**config.mk**
```make
export PLATFORM = sky130hd
export DESIGN_NAME = gas_sensor_frame_crc_decode_top
export DESIGN_NICKNAME = d
export VERILOG_FILES = /design/src/rtl/gscrc_pkg.sv /design/src/rtl/gas_sensor_frame_crc_decode_top.sv
export SDC_FILE = /design/constraint.sdc
export NUM_CORES = 1
export LEC_CHECK = 0
export ABC_CLOCK_PERIOD_IN_PS = 6200
export BUFFER_PORTS_ARGS = -buffer_cell sky130_fd_sc_hd__buf_2
export CAP_MARGIN = 0
export CORE_AREA = 3 3 146 148
export CTS_BUF_LIST = sky130_fd_sc_hd__clkbuf_4
export CTS_CLUSTER_DIAMETER = 50
export DETAILED_ROUTE_END_ITERATION = 8
export DIE_AREA = 0 0 149 151
export PLACE_DENSITY = 0.83
export SYNTH_ARGS = -nofsm -noshare
export SYNTH_HDL_FRONTEND = slang
export SYNTH_SLANG_ARGS = --single-unit
```
**constraint.sdc**
```tcl
create_clock -name aclk -period 6.2 [get_ports aclk]
set_input_delay 0.31 -clock aclk [delete_from_list [all_inputs] [get_ports aclk]]
set_output_delay 0.31 -clock aclk [all_outputs]
set_load 0.01 [all_outputs]
```
**src/rtl/gscrc_pkg.sv**
```systemverilog
// shared constants, types and the crc-8 byte update for the sensor frame decoder
package gscrc_pkg;

    localparam int unsigned BYTE_W    = 8;
    localparam int unsigned POS_W     = 4;
    localparam int unsigned WORD_W    = 16;
    localparam int unsigned CO2_W     = 16;
    localparam int unsigned TEMP_W    = 15;
    localparam int unsigned HUM_W     = 14;
    localparam int unsigned M_TDATA_W = 48;

    localparam logic [BYTE_W-1:0] CRC_POLY = 8'h31;
    localparam logic [BYTE_W-1:0] CRC_INIT = 8'hFF;

    localparam logic [POS_W-1:0] FRAME_LEN = 4'd9;
    localparam logic [POS_W-1:0] LAST_POS  = 4'd8;

    // byte positions that close each data word
    localparam logic [POS_W-1:0] POS_CO2_LOW  = 4'd1;
    localparam logic [POS_W-1:0] POS_TEMP_LOW = 4'd4;
    localparam logic [POS_W-1:0] POS_HUM_LOW  = 4'd7;

    // fixed-point conversion: value = (scale * raw) >> 16, minus offset for temperature
    localparam logic [14:0]       TEMP_SCALE  = 15'd17500;
    localparam logic [13:0]       HUM_SCALE   = 14'd10000;
    localparam logic [TEMP_W-1:0] TEMP_OFFSET = 15'd4500;

    typedef enum logic [1:0] {
        PH_HIGH  = 2'd0,
        PH_LOW   = 2'd1,
        PH_CHECK = 2'd2
    } phase_t;

    function automatic phase_t byte_phase(input logic [POS_W-1:0] pos);
        phase_t ph;
        unique case (pos)
            4'd0, 4'd3, 4'd6: ph = PH_HIGH;
            4'd1, 4'd4, 4'd7: ph = PH_LOW;
            default:          ph = PH_CHECK;
        endcase
        return ph;
    endfunction

    // msb-first crc-8 over one byte
    function automatic logic [BYTE_W-1:0] crc8_update(input logic [BYTE_W-1:0] crc,
                                                      input logic [BYTE_W-1:0] data);
        logic [BYTE_W-1:0] c;
        c = crc ^ data;
        for (int i = 0; i < BYTE_W; i++) begin
            if (c[BYTE_W-1]) begin
                c = {c[BYTE_W-2:0], 1'b0} ^ CRC_POLY;
            end else begin
                c = {c[BYTE_W-2:0], 1'b0};
            end
        end
        return c;
    endfunction

endpackage

```
**src/rtl/gas_sensor_frame_crc_decode_top.sv**
```systemverilog
// sensor measurement frame decoder: per-word crc-8 check and fixed-point conversion
//
//  channel | dir | payload
//  s_      | in  | tdata[7:0] data_byte, tuser frame_start
//  m_      | out | tdata co2_ppm[15:0], temperature_centi[30:16], humidity_centi[44:31];
//          |     | tuser status
//
// one byte per cycle while no result is held; a byte passes through the input register and
// its effect then lands in the state/result registers.
// the ninth byte of a frame raises m_tvalid once it is processed out of the input register.
// a held result stalls the input register and the frame state; one more byte is taken meanwhile.
// reset clears the byte count, word store and last good values and sets the crc to its initial value.
module gas_sensor_frame_crc_decode_top (
    input  logic                            aclk,
    input  logic                            aresetn,
    input  logic                            s_tvalid,
    output logic                            s_tready,
    input  logic [gscrc_pkg::BYTE_W-1:0]    s_tdata,   // [7:0] data_byte
    input  logic                            s_tuser,   // [0] frame_start
    output logic                            m_tvalid,
    input  logic                            m_tready,
    output logic [gscrc_pkg::M_TDATA_W-1:0] m_tdata,   // [15:0] co2, [30:16] temp, [44:31] hum
    output logic                            m_tuser    // [0] status
);

    // input register
    logic                          in_valid_reg;
    logic [gscrc_pkg::BYTE_W-1:0]  in_byte_reg;
    logic                          in_start_reg;

    // frame state
    logic [gscrc_pkg::POS_W-1:0]   byte_pos_reg, byte_pos_next;
    logic [gscrc_pkg::BYTE_W-1:0]  crc_reg, crc_next;
    logic [gscrc_pkg::BYTE_W-1:0]  high_reg;
    logic [gscrc_pkg::WORD_W-1:0]  co2_word_reg, temp_word_reg, hum_word_reg;
    logic                          mismatch_reg, mismatch_next;

    // result register: last good values and status
    logic [gscrc_pkg::CO2_W-1:0]   good_co2_reg;
    logic [gscrc_pkg::TEMP_W-1:0]  good_temp_reg, good_temp_next;
    logic [gscrc_pkg::HUM_W-1:0]   good_hum_reg, good_hum_next;
    logic                          status_reg;
    logic                          m_valid_reg;

    logic                          proceed;
    logic                          process;
    logic [gscrc_pkg::POS_W-1:0]   pos_eff;
    gscrc_pkg::phase_t             phase;
    logic [gscrc_pkg::BYTE_W-1:0]  crc_step;
    logic                          frame_done;
    logic [30:0]                   temp_prod;
    logic [29:0]                   hum_prod;

    assign proceed  = !m_valid_reg || m_tready;
    assign process  = in_valid_reg && proceed;
    assign s_tready = !in_valid_reg || proceed;

    always_comb begin
        if (in_start_reg || (byte_pos_reg >= gscrc_pkg::FRAME_LEN)) begin
            pos_eff = '0;
        end else begin
            pos_eff = byte_pos_reg;
        end
        phase      = gscrc_pkg::byte_phase(pos_eff);
        frame_done = (pos_eff == gscrc_pkg::LAST_POS);

        crc_step = gscrc_pkg::crc8_update(
            (phase == gscrc_pkg::PH_HIGH) ? gscrc_pkg::CRC_INIT : crc_reg, in_byte_reg);

        mismatch_next = (pos_eff == '0) ? 1'b0 : mismatch_reg;
        unique case (phase)
            gscrc_pkg::PH_HIGH,
            gscrc_pkg::PH_LOW:   crc_next = crc_step;
            gscrc_pkg::PH_CHECK: begin
                crc_next = gscrc_pkg::CRC_INIT;
                if (crc_reg != in_byte_reg) begin
                    mismatch_next = 1'b1;
                end
            end
            default:             crc_next = gscrc_pkg::CRC_INIT;
        endcase

        byte_pos_next = frame_done ? '0 : pos_eff + 4'd1;

        temp_prod      = 31'(gscrc_pkg::TEMP_SCALE) * 31'(temp_word_reg);
        hum_prod       = 30'(gscrc_pkg::HUM_SCALE) * 30'(hum_word_reg);
        good_temp_next = temp_prod[30:16] - gscrc_pkg::TEMP_OFFSET;
        good_hum_next  = hum_prod[29:16];
    end

    always_ff @(posedge aclk) begin
        if (!aresetn) begin
            in_valid_reg <= 1'b0;
        end else if (s_tvalid && s_tready) begin
            in_valid_reg <= 1'b1;
        end else if (process) begin
            in_valid_reg <= 1'b0;
        end
    end

    always_ff @(posedge aclk) begin
        if (s_tvalid && s_tready) begin
            in_byte_reg  <= s_tdata;
            in_start_reg <= s_tuser;
        end
    end

    always_ff @(posedge aclk) begin
        if (!aresetn) begin
            byte_pos_reg  <= '0;
            crc_reg       <= gscrc_pkg::CRC_INIT;
            high_reg      <= '0;
            co2_word_reg  <= '0;
            temp_word_reg <= '0;
            hum_word_reg  <= '0;
            mismatch_reg  <= 1'b0;
            good_co2_reg  <= '0;
            good_temp_reg <= '0;
            good_hum_reg  <= '0;
            status_reg    <= 1'b0;
        end else if (process) begin
            byte_pos_reg <= byte_pos_next;
            crc_reg      <= crc_next;
            mismatch_reg <= mismatch_next;
            if (phase == gscrc_pkg::PH_HIGH) begin
                high_reg <= in_byte_reg;
            end
            if (pos_eff == gscrc_pkg::POS_CO2_LOW) begin
                co2_word_reg <= {high_reg, in_byte_reg};
            end
            if (pos_eff == gscrc_pkg::POS_TEMP_LOW) begin
                temp_word_reg <= {high_reg, in_byte_reg};
            end
            if (pos_eff == gscrc_pkg::POS_HUM_LOW) begin
                hum_word_reg <= {high_reg, in_byte_reg};
            end
            if (frame_done) begin
                status_reg <= mismatch_next;
                // last good values only move on a clean frame
                if (!mismatch_next) begin
                    good_co2_reg  <= co2_word_reg;
                    good_temp_reg <= good_temp_next;
                    good_hum_reg  <= good_hum_next;
                end
            end
        end
    end

    always_ff @(posedge aclk) begin
        if (!aresetn) begin
            m_valid_reg <= 1'b0;
        end else if (process && frame_done) begin
            m_valid_reg <= 1'b1;
        end else if (m_tready) begin
            m_valid_reg <= 1'b0;
        end
    end

    assign m_tvalid = m_valid_reg;
    assign m_tuser  = status_reg;
    assign m_tdata  = {3'b000, good_hum_reg, good_temp_reg, good_co2_reg};

endmodule

```
== Word level (Yosys, flattened, before mapping) ==
Cells that the tools add are included.

* Input port bits: 13
* Word-level logic and storage cells: 80
* Output and inout bits: 51
* Register bits after elaboration: 126

* $lt $le $gt $ge: 1
* Multiply operators: 2
* Equality and inequality tests: 9
* Bitwise logic cells: 10
* Multiplexer cells: 20
* Reductions and logical operators: 21
* Add/subtract/negate cells: 2

{| class="wikitable"
|+ Operator list
! kind !! count
|-
| 6-bit two-way mux || 8
|-
| 13-bit by 16-bit multiplier with 29-bit output (first input constant) || 1
|-
| 10-bit by 16-bit multiplier with 26-bit output (first input constant) || 1
|-
| 3-bit NOT || 8
|-
| 8-bit two-way mux || 2
|-
| 15-bit by 13-bit subtractor with 15-bit output (second input constant) || 1
|-
| 4-bit by 3-bit == test with 1-bit output (second input constant) || 3
|-
| 2-bit AND reduction || 5
|-
| 4-bit two-way mux || 2
|-
| 8-bit != test || 1
|-
| 8-bit XOR || 1
|-
| 1-bit two-way mux || 7
|-
| 3-bit OR reduction || 2
|-
| 4-bit by 1-bit adder with 4-bit output (second input constant) || 1
|-
| 4-bit by 1-bit == test with 1-bit output (second input constant) || 1
|-
| 4-bit by 2-bit == test with 1-bit output (second input constant) || 1
|-
| 4-bit == test (second input constant) || 1
|-
| 4-bit >= comparator (second input constant) || 1
|-
| 4-bit zero test || 1
|-
| 2-bit case mux with 2 select lines || 1
|-
| 2-bit nonzero test || 2
|-
| 1-bit logical AND || 3
|-
| 1-bit logical OR || 3
|-
| 3-bit AND reduction || 1
|-
| 6 further kinds || 7
|}

== Longest topological paths before layout ==
* Depth in word-level cells: 26
* Gate-level depth with buffers: 23
* Gate-level depth less buffers: 23

== Worst setup path after synthesis ==
Ideal clock, no wire load.

* Path type: register to register
* Start: reg temp_word_reg[9] (netlist bit)
* End: reg good_temp_reg[14] (netlist bit)
* Path buffers: 0
* Cell stages (with the launch flop): 21
* Setup time: 122 ps
* Data arrival time: 5179 ps
* Slack: 899 ps
* Clock period less this slack: 5301 ps
* Required time: 6078 ps
* Cells stage by stage: dfxtp_1 -> ha_1 -> fa_1 -> ha_1 -> fa_1 -> inv_1 -> fa_1 -> inv_1 -> ha_1 -> o21ai_1 -> or3b_1 -> a22o_1 -> o21bai_1 -> xnor2_1 -> ha_1 -> nor2b_1 -> mux2i_1 -> a311oi_2 -> or2_4 -> a311oi_2 -> o21ai_1

* Cells in the longest elaborated chain, start to end: 2

{| class="wikitable"
|+ Ends and longest elaborated chain
! item !! line !! RTL
|-
| start: declaration || gas_sensor_frame_crc_decode_top.sv:35 || <nowiki>logic [gscrc_pkg::WORD_W-1:0] co2_word_reg, temp_word_reg, hum_word_reg;</nowiki>
|-
| start signal: assignment || gas_sensor_frame_crc_decode_top.sv:132 || <nowiki>temp_word_reg <= {high_reg, in_byte_reg};</nowiki>
|-
| 13-bit by 16-bit multiplier with 29-bit output || gas_sensor_frame_crc_decode_top.sv:85 || <nowiki>temp_prod = 31'(gscrc_pkg::TEMP_SCALE) * 31'(temp_word_reg);</nowiki>
|-
| 15-bit by 13-bit subtractor with 15-bit output || gas_sensor_frame_crc_decode_top.sv:87 || <nowiki>good_temp_next = temp_prod[30:16] - gscrc_pkg::TEMP_OFFSET;</nowiki>
|-
| end signal: assignment || gas_sensor_frame_crc_decode_top.sv:142 || <nowiki>good_temp_reg <= good_temp_next;</nowiki>
|-
| end: declaration || gas_sensor_frame_crc_decode_top.sv:40 || <nowiki>logic [gscrc_pkg::TEMP_W-1:0] good_temp_reg, good_temp_next;</nowiki>
|}

Every way passes these cells.
A chain may end at the register's enable or synchronous reset.

== Worst setup path after layout ==
* Start: reg temp_word_reg[8] (netlist bit)
* End: reg good_temp_reg[14] (netlist bit)

The elaborated chain is that of the path after synthesis.

==> run summary <==
======================================================================================
Share of synthesized registers carrying an async set or reset                       0%
Power density relative to cell area                                         129 nW/um2
Number of enable flip-flop cells after synthesis                                     9
Critical Path AT                                                               6.16 ns
Wire length of the first global-routing pass                                 38,500 um
Final weighted congestion in routability-driven placement                        0.914
Peak Freq                                                                      174 MHz
Hold path startpoint                                                          m_tready
Die area                                                                    22,500 um2
Primary flip-flop cell chosen by synthesis mapping                        sky130_fd_sc_hd__dfxtp_1
Detailed route wirelength on metal3                                            1110 um
Synthesized instance count                                                       1,242
Area contributors post-synth                                              sky130_fd_sc_hd__dfxtp_1 (21%), sky130_fd_sc_hd__ha_1 (19%), sky130_fd_sc_hd__fa_1 (14%)
Share of the synthesized area in the top cell type                               21.3%
Total clock buffers created by CTS                                                  17
Hold violation count in the final report                                             0
Routed wire length                                                           22,700 um
Uppermost layer routed                                                            met4
Clock slew at the register clock pins of the worst setup and hold paths        0.11 ns
Vert. Die Dim                                                                   151 um
Final Cycle Share                                                                92.6%
Mapped Avg Cell Area                                                          8.85 um2
Number of slew-limit violations in the final report                                  0
CTS tree                                                                          done
CP Data Required Time                                                          6.62 ns
Headroom to the max-slew limit                                                   27.2%
Synthesis-to-layout area growth                                                  7.65%
Total of warnings raised by yosys                                                    0
Drt wl/cell                                                                    14.5 um
Critical path capture point type                                                  flop
Result of the run                                                         complete, no violations
Min cycle time layout                                                          5.74 ns
Fraction of layout cells with a size suffix above 1                              9.47%
Synth area leader                                                         sky130_fd_sc_hd__dfxtp_1
Worst hold-check slack                                                       0.0927 ns
Die Width                                                                       149 um
Met1 Routed Length                                                           10,500 um
IR drop worst, VDD                                                            0.159 mV
CTS root buf                                                              sky130_fd_sc_hd__clkbuf_4
Rows                                                                                52
Startpoint class of the critical path                                             flop
Category of the critical setup timing path                                  reg -> reg
Total met2 wirelength after detailed routing                                 11,000 um
Share of the yosys chip area belonging to registers                              23.8%
Maximum fanout along the worst path                                                  7
Worst-Skew Late Latency                                                        0.54 ns
Net count of the finished layout                                                 1,545
Cell types with the highest counts after synthesis                        sky130_fd_sc_hd__inv_1 (198), sky130_fd_sc_hd__nand2_1 (195), sky130_fd_sc_hd__ha_1 (168)
Drt drc                                                                              0
Port-buffer cells                                                                   60
CTS sink count                                                                     126
Register bit count reported by yosys                                               126
Minimum setup slack in the final design                                       0.457 ns
Number of global-route vias before repair                                        8,377
Post-DR vias/cell                                                                 5.29
Start point of the critical path                                          temp_word_reg[8]
Number of failing setup endpoints in the final timing report                         0
Setup repair after global routing missed its margin                              false
Placement Setup Slack                                                         0.441 ns
Setup tns final                                                                   0 ns
Final antenna-violating net count                                                    0
Detailed-router iteration count before antenna repair                                4
Number of top-level pins                                                            64
Clock Path Buffers                                                                   2
Total Routing Usage GR                                                           20.9%
Antenna violations before repair                                                     0
Ant. Diodes                                                                          0
Origin of the critical flop-to-flop path                                  temp_word_reg[8]
Placeable Area                                                              20,200 um2
Effective utilization at floorplan                                               54.5%
Unique masters post-synth                                                           77
Tightest Pin Transition                                                        1.09 ns
HP Class                                                                     in -> reg
Maximum number of pins on one net before global-route repair                        80
Max H-tree Level                                                                     4
Detail Placement HPWL                                                        17,700 um
Routed vias                                                                      8,298
Worst clock skew                                                             0.0238 ns
Residual overflow from global routing                                                0
Post-CTS Repair Setup Buffers                                                        0
Max-cap violations                                                                   0
Top-count cell post-synth                                                 sky130_fd_sc_hd__inv_1
Leakage power                                                               0.00597 uW
Detailed router's first-iteration violation count                                  420
Cell area after synthesis                                                   11,000 um2
======================================================================================
## report_power, final
group	internal, uW	total, uW	switching (uW)	leakage, uW
clock network	243	558	314	0.000148
registers	835	860	25.8	0.00103
logic	53.8	106	52.1	0.00479
total	1130	1520	392	0.00597
## timing repair
item | 4_1_cts | 5_1_grt
setup endpoints to repair | 0 | 1
hold buffers | 10 | 0
resized for setup | 0 | 1
endpoints found under the hold margin | 10 | 0
## layout make-up
| type | count | area (um2) |
|---|---|---|
| Clock inverter | 14 | 141 |
| Tap cell | 270 | 338 |
| Multi-Input combinational cell | 870 | 7440 |
| Sequential cell | 126 | 2610 |
| Timing Repair Buffer | 73 | 423 |
| Fill cell | 1736 | 8340 |
| Inverter | 198 | 743 |
| Clock buffer | 18 | 135 |
## path summary, 6_finish.rpt
path | cells past startpoint | slack [ns] | to
setup / recovery | 20 | 0.46 | good_temp_reg[14]
hold reg to reg | 2 | 0.46 | good_hum_reg[2]
hold / removal | 3 | 0.09 | in_valid_reg
setup reg to reg | 20 | 0.46 | good_temp_reg[14]
## cells in the final DEF (no fill, tap or decap), types with 5 or more instances in the layout
master	instances
sky130_fd_sc_hd__o21ai_0	32
sky130_fd_sc_hd__nor2b_1	18
sky130_fd_sc_hd__dlygate4sd3_1	10
sky130_fd_sc_hd__o21a_1	6
sky130_fd_sc_hd__and2_1	13
sky130_fd_sc_hd__nor3b_1	7
sky130_fd_sc_hd__buf_2	60
sky130_fd_sc_hd__a21o_1	5
sky130_fd_sc_hd__o211a_1	6
sky130_fd_sc_hd__nand4_1	6
sky130_fd_sc_hd__nand2_1	195
sky130_fd_sc_hd__xnor2_1	46
sky130_fd_sc_hd__nand3_1	17
sky130_fd_sc_hd__fa_1	78
sky130_fd_sc_hd__and3_1	6
sky130_fd_sc_hd__a21boi_0	75
sky130_fd_sc_hd__xor2_1	13
sky130_fd_sc_hd__clkbuf_4	18
sky130_fd_sc_hd__inv_1	198
sky130_fd_sc_hd__nor3_1	11
sky130_fd_sc_hd__dfxtp_1	116
sky130_fd_sc_hd__nand2b_1	9
sky130_fd_sc_hd__o22ai_1	5
sky130_fd_sc_hd__ha_1	168
sky130_fd_sc_hd__mux2i_1	11
sky130_fd_sc_hd__edfxtp_1	9
sky130_fd_sc_hd__nor2_1	35
sky130_fd_sc_hd__a21oi_1	31
## worst max-delay path, cell delays in order, from the launching register on
cell                       delay (ns)
sky130_fd_sc_hd__dfxtp_1         0.50
sky130_fd_sc_hd__ha_1            0.31
sky130_fd_sc_hd__fa_1            0.46
sky130_fd_sc_hd__ha_1            0.30
sky130_fd_sc_hd__inv_1           0.07
sky130_fd_sc_hd__fa_1            0.43
sky130_fd_sc_hd__fa_1            0.54
sky130_fd_sc_hd__inv_1           0.04
sky130_fd_sc_hd__ha_1            0.31
sky130_fd_sc_hd__o21ai_1         0.10
sky130_fd_sc_hd__or3b_1          0.41
sky130_fd_sc_hd__a22o_1          0.29
sky130_fd_sc_hd__o21bai_1        0.19
sky130_fd_sc_hd__xnor2_1         0.22
sky130_fd_sc_hd__ha_1            0.26
sky130_fd_sc_hd__nor2b_1         0.06
sky130_fd_sc_hd__mux2i_1         0.30
sky130_fd_sc_hd__a311oi_2        0.20
sky130_fd_sc_hd__or2_4           0.29
sky130_fd_sc_hd__a311oi_2        0.24
sky130_fd_sc_hd__o21ai_1         0.09
## per-stage QoR
stage | std cells | instance area, um2 | total power [uW] | utilization (%)
after floorplan | 1244 | 11000 | 956 | -
after global placement | 1527 | 11500 | 975 | 56.8
after detailed placement | 1527 | 11500 | 977 | 56.8
after CTS | 1569 | 11800 | 1530 | 58.7
after global routing | 1569 | 11800 | 1590 | 58.7
final | 1569 | 11800 | 1520 | 58.7
## cells by family after synthesis
family	after synthesis	share of synthesized area [%]
AO/OA/AOI/OAI	209	13.9
XOR/XNOR	60	4.85
adder cells (fa/ha/maj)	246	33.3
buffers and inverters	248	8.65
flip-flops	126	23.8
multiplexers	12	1.10
other	1	0.0341
AND/OR/NAND/NOR	340	14.4
## per-layer routing
| layer | GRT usage, % | vias to the layer above |
|---|---|---|
| met2 | 35.9 | 173 |
| met5 | 0 | - |
| li1 | - | 4148 |
| met4 | 4.49 | 0 |
| met3 | 4.64 | 24 |
| met1 | 27.2 | 3953 |
(Power assumes the default switching activity.)
